--- src/rtl/mi4_pkg.sv ---
package mi4_pkg;

    localparam int WORD_BITS = 32;
    localparam int FRAC_BITS = 16;
    localparam int PROD_BITS = 3 * WORD_BITS + 2;
    localparam int COF_BITS  = PROD_BITS + 3;
    localparam int DET_BITS  = COF_BITS + WORD_BITS + 2;
    localparam int NUM_BITS  = COF_BITS + 2 * FRAC_BITS;
    localparam int QCNT_BITS = $clog2(NUM_BITS + 1);

    typedef enum logic [6:0] {
        t_LOAD  = 7'b0000001,
        t_COF   = 7'b0000010,
        t_DET   = 7'b0000100,
        t_DIVI  = 7'b0001000,
        t_DIVS  = 7'b0010000,
        t_EMIT  = 7'b0100000,
        t_WAIT  = 7'b1000000
    } t_state;

    typedef struct packed {
        logic start;
        logic busy;
    } t_div_ctl;

    // row/column of the element of cofactor k, term t, factor f
    // minor(skip_r = k%4, skip_c = k/4); term t picks columns of the 3x3 minor
    function automatic logic [3:0] term_addr(input logic [3:0] k, input logic [2:0] t,
                                             input logic [1:0] f);
        logic [1:0] sr, sc;
        logic [1:0] rs [3];
        logic [1:0] cs [3];
        logic [1:0] perm [6][3];
        logic [1:0] ci;
        sr = k[1:0];
        sc = k[3:2];
        for (int i = 0; i < 3; i++) begin
            rs[i] = (2'(i) >= sr) ? 2'(i + 1) : 2'(i);
            cs[i] = (2'(i) >= sc) ? 2'(i + 1) : 2'(i);
        end
        perm[0] = '{2'd0, 2'd1, 2'd2};
        perm[1] = '{2'd0, 2'd2, 2'd1};
        perm[2] = '{2'd1, 2'd0, 2'd2};
        perm[3] = '{2'd1, 2'd2, 2'd0};
        perm[4] = '{2'd2, 2'd0, 2'd1};
        perm[5] = '{2'd2, 2'd1, 2'd0};
        ci = perm[(t > 3'd5) ? 3'd0 : t][f];
        return {rs[f], cs[ci]};
    endfunction

    // sign of a permutation term, combined with the cofactor sign (-1)^(r+c)
    function automatic logic term_neg(input logic [3:0] k, input logic [2:0] t);
        logic odd;
        odd = (t == 3'd1) || (t == 3'd2) || (t == 3'd5);
        return odd ^ k[0] ^ k[2];
    endfunction

endpackage

--- src/rtl/mi4_div.sv ---
// restoring divider, one quotient bit a cycle
module mi4_div (
    input  logic                               i_clk,
    input  logic                               i_rst_n,
    input  mi4_pkg::t_div_ctl                  i_ctl,
    input  logic [mi4_pkg::NUM_BITS-1:0]       i_num,
    input  logic [mi4_pkg::DET_BITS-1:0]       i_den,
    output logic                               o_done,
    output logic [mi4_pkg::NUM_BITS-1:0]       o_quo
);
    logic [mi4_pkg::NUM_BITS-1:0]  r_q, n_q;
    logic [mi4_pkg::DET_BITS:0]    r_rem, n_rem, w_sh;
    logic [mi4_pkg::DET_BITS-1:0]  r_den;
    logic [mi4_pkg::QCNT_BITS-1:0] r_cnt, n_cnt;
    logic                          r_run, n_run, r_done, n_done;

    always_comb begin
        n_q = r_q; n_rem = r_rem; n_cnt = r_cnt; n_run = r_run; n_done = 1'b0;
        w_sh = {r_rem[mi4_pkg::DET_BITS-1:0], r_q[mi4_pkg::NUM_BITS-1]};
        if (i_ctl.start) begin
            n_q = i_num; n_rem = '0; n_run = 1'b1;
            n_cnt = mi4_pkg::QCNT_BITS'(mi4_pkg::NUM_BITS);
        end else if (r_run) begin
            if (w_sh >= {1'b0, r_den}) begin
                n_rem = w_sh - {1'b0, r_den};
                n_q = {r_q[mi4_pkg::NUM_BITS-2:0], 1'b1};
            end else begin
                n_rem = w_sh;
                n_q = {r_q[mi4_pkg::NUM_BITS-2:0], 1'b0};
            end
            n_cnt = r_cnt - 1'b1;
            if (r_cnt == mi4_pkg::QCNT_BITS'(1)) begin
                n_run = 1'b0; n_done = 1'b1;
            end
        end
    end

    always_ff @(posedge i_clk) begin
        if (!i_rst_n) begin
            r_run <= 1'b0; r_done <= 1'b0; r_cnt <= '0;
        end else begin
            r_run <= n_run; r_done <= n_done; r_cnt <= n_cnt;
        end
        r_q <= n_q; r_rem <= n_rem;
        if (i_ctl.start) r_den <= i_den;
    end

    assign o_done = r_done && i_ctl.busy;
    assign o_quo  = r_q;
endmodule

--- config.mk ---
export PLATFORM = sky130hd
export DESIGN_NAME = mi4_div
export DESIGN_NICKNAME = d
export VERILOG_FILES = /design/src/rtl/mi4_pkg.sv /design/src/rtl/mi4_div.sv
export SDC_FILE = /design/constraint.sdc
export NUM_CORES = 1
export LEC_CHECK = 0
export ABC_CLOCK_PERIOD_IN_PS = 4000
export BUFFER_PORTS_ARGS = -buffer_cell sky130_fd_sc_hd__clkbuf_2
export CAP_MARGIN = 10
export CELL_PAD_IN_SITES_DETAIL_PLACEMENT = 0
export CELL_PAD_IN_SITES_GLOBAL_PLACEMENT = 2
export CORE_MARGIN = 1.5
export CORE_UTILIZATION = 32
export DETAILED_ROUTE_END_ITERATION = 16
export PLACE_DENSITY_LB_ADDON = 0.1
export SYNTH_ARGS = -nofsm -noshare
export SYNTH_HDL_FRONTEND = slang
export SYNTH_SLANG_ARGS = --single-unit
--- constraint.sdc ---
create_clock -name i_clk -period 4 [get_ports i_clk]
set_input_delay 0.4 -clock i_clk [delete_from_list [all_inputs] [get_ports i_clk]]
set_output_delay 0.4 -clock i_clk [all_outputs]
set_load 0.05 [all_outputs]
==> flow_summary.json <==
{
  "status": "complete, no violations",
  "gr-total-overflow": 0,
  "drt_iter0_drc": 1390,
  "finalHoldViolations": 0,
  "drv_slew": 0,
  "yosysWarnings": 0,
  "final_area_sq_mm": 0.0323,
  "ys_types": 94,
  "cts_buffer_depth": 3,
  "setup_tns_ns": 0,
  "worst_slew_pin_slew_ns": 0.985,
  "drive_above_1_share": 0.242,
  "ys_top_cells_by_area": "edfxtp_1 32%, dfxtp_1 11%, ha_1 6.7%, a21oi_1 6.0%, mux2_2 5.8%",
  "std_cell_rows": 103,
  "avgSynthCellArea_sq_um": 9.30,
  "syn-num-nets": 3154,
  "r2r_cells": 15,
  "cts.clk_slew.worst_paths_ns": 0.06,
  "grt_use_total": 0.223,
  "slowest_delay_ns": 0.42,
  "rsz0062_at_grt": "true",
  "synth-edff-count": 268,
  "io_pins": 406,
  "area_growth_pct": 26.6,
  "cts_tree": "built",
  "period_share": 0.952,
  "finalPower_uw": 13000,
  "h-tree-depth": 2,
  "crit_path_max_fanout": 6,
  "p_sw_frac": 0.335,
  "yosysSeqAreaShare": 0.429,
  "critPathLaunchType": "flip-flop",
  "synth_top_cell_area_share": 0.315,
  "worstPathRequired_ns": 4.51,
  "antenna_found_initial": 4,
  "critPathSlowestCell": "edfxtp_1",
  "end_kind": "flip-flop",
  "comb_power_share": 0.258,
  "grt_max_degree": 152,
  "drt_pass1_iterations": 5,
  "clock_skew_ns": 0.0171,
  "p_int_uw": 8670,
  "worstSetupPathType": "reg2reg",
  "root_buffer": "clkbuf_16",
  "peakVddDrop_mv": 0.288,
  "nets": 3719,
  "grt_pass1_vias": 23198,
  "clock-sinks": 413,
  "cp.buffers_inverters": 1,
  "vias": 22750,
  "die_x_um": 285,
  "switching_power_uw": 4370,
  "portBuffers": 405,
  "cp.arrival_ns": 4.32,
  "synth_flop_cell": "edfxtp_1",
  "crit_chain": "inv_1, ha_1, fa_1, nand2b_1, a21oi_1, nor2_1, o2bb2ai_1, or2_1, a211o_4, o211ai_2, a2111oi_4, nor3b_4, o21ai_0, a211oi_1, o21ai_1",
  "coreArea_sq_mm": 0.0790,
  "drv_cap": 0,
  "cts_buffers": 51,
  "powerDensity_mw_per_mm2": 404,
  "grt_pass1_wl_um": 141000,
  "dp_hpwl_um": 72200,
  "fmax_ghz": 0.263,
  "die_h_um": 285,
  "fin_crit_ns": 3.81,
  "seq_power_share": 0.396,
  "drc": 0,
  "critPathTopFamily": "compound AO/OA/AOI/OAI gates",
  "dpl-instance-area_sq_mm": 0.0293,
  "wl_per_cell_um": 21.1,
  "synth_most_common_cell": "a21oi_1",
  "max_slew_margin": 0.343,
  "synth_commonest_cells": "307 x a21oi_1, 270 x nor2_1, 268 x edfxtp_1, 229 x nand2_1, 178 x inv_1",
  "async_reset_ff_frac": 0,
  "min_path_cells": 1,
  "fillers": 8041,
  "dieArea_sq_mm": 0.0814,
  "clk-insertion-delay-late_ns": 0.62,
  "fin_ws_ns": 0.192,
  "cp.depth": 15,
  "drtAntennaViolNets": 0,
  "fin_util": 0.409,
  "syn_area_sq_mm": 0.0255,
  "routed_wl_um": 93000,
  "min_path_type": "in2reg",
  "gp_congestion": 0.917,
  "setup_violations": 0,
  "ys_ff_latch": 413,
  "p_leak_uw": 0.0134,
  "r2r_slack_ns": 0.19,
  "synthCells": 2744,
  "power_frac_clock": 0.345,
  "start_util": 0.323,
  "yosysTopAreaCell": "edfxtp_1",
  "pre_cts_slack_ns": -0.310,
  "vias_per_cell": 5.17
}
stage by stage:
stage / hold WS (ns) / instances
after global routing: 0.00484 / 4403
after floorplan: 0.445 / 2744
after CTS: 0.00119 / 4399
after global placement: 0.471 / 4176
after detailed placement: 0.473 / 4176
final: 0.0377 / 4403
registers in the layout, indices dropped and copies added, names as in the netlist:
| name | count |
|---|---|
| r_den | 135 |
| r_rem | 135 |
| o_quo | 133 |
| r_cnt | 8 |
| r_done | 1 |
| r_run | 1 |
cell usage in the layout (no fill, tap or decap), drive strengths merged, types with 23 or more instances in the layout:
cell	Yosys	layout
dlygate4sd3	0	127
ha	137	137
xnor2	71	71
a211oi	66	66
nand4	75	75
o21ai	191	191
mux2	133	133
nand2	229	229
o21bai	41	41
a31oi	23	23
dfxtp	145	145
a21o	40	40
edfxtp	268	268
inv	178	179
xor2	54	54
a21oi	309	309
nor2	272	272
nor3	40	40
buf	71	141
clkbuf	89	470
path summary, 6_finish.rpt:
kind	from	endpoint
setup / recovery	o_quo[132]	r_rem[126]
hold reg to reg	r_rem[83]	r_rem[83]
hold / removal	i_den[8]	r_den[8]
setup reg to reg	o_quo[132]	r_rem[126]
power by group through the flow:
stage	Sequential [uW]	Clock, uW	Combinational, uW
floorplan	5690	0	1710
global placement	5240	0	3270
detailed placement	5250	0	3260
CTS	5170	4670	3370
global route	5210	4810	3670
finish	5170	4500	3370
per-layer routing:
metal | vias to the layer above | part of all wire | GRT usage
met4 | 4 | 0.027 | 0.0642
met2 | 577 | 0.46 | 0.363
met3 | 134 | 0.054 | 0.0443
met1 | 10898 | 0.46 | 0.300
li1 | 11137 | - | -
met5 | - | 0.00027 | 0
cells by family (layout without fill, tap and decap cells):
logic type | after synthesis | in the layout | synth area share
other cells | 0 | 1 | 0
xor+xnor | 125 | 125 | 0.0429
compound gates | 830 | 830 | 0.206
fa+ha+maj | 138 | 138 | 0.0680
flops | 413 | 413 | 0.429
mux | 152 | 152 | 0.0662
simple gates | 748 | 748 | 0.134
buf+inv | 338 | 946 | 0.0535
final cells by class:
| cell class | count | area (sq um) | area share |
|---|---|---|---|
| Timing Repair Buffer | 672 | 4460 | 0.138 |
| Clock inverter | 30 | 235 | 0.00728 |
| Tap cell | 1050 | 1310 | 0.0407 |
| Inverter | 178 | 672 | 0.0208 |
| Clock buffer | 66 | 1350 | 0.0419 |
| Sequential cell | 413 | 11000 | 0.339 |
| Antenna cell | 1 | 2.50 | 0.0000775 |
| Multi-Input combinational cell | 1993 | 13300 | 0.412 |
timing repair:
item                                    4_1_cts  5_1_grt
pin swaps                                     1        4
endpoints found under the hold margin       126        1
resized for setup                             3       19
buffers inserted                              1        2
hold buffers                                126        1
endpoints found under the setup margin      108       77
Note: power is estimated with default switching activity, not from simulation.
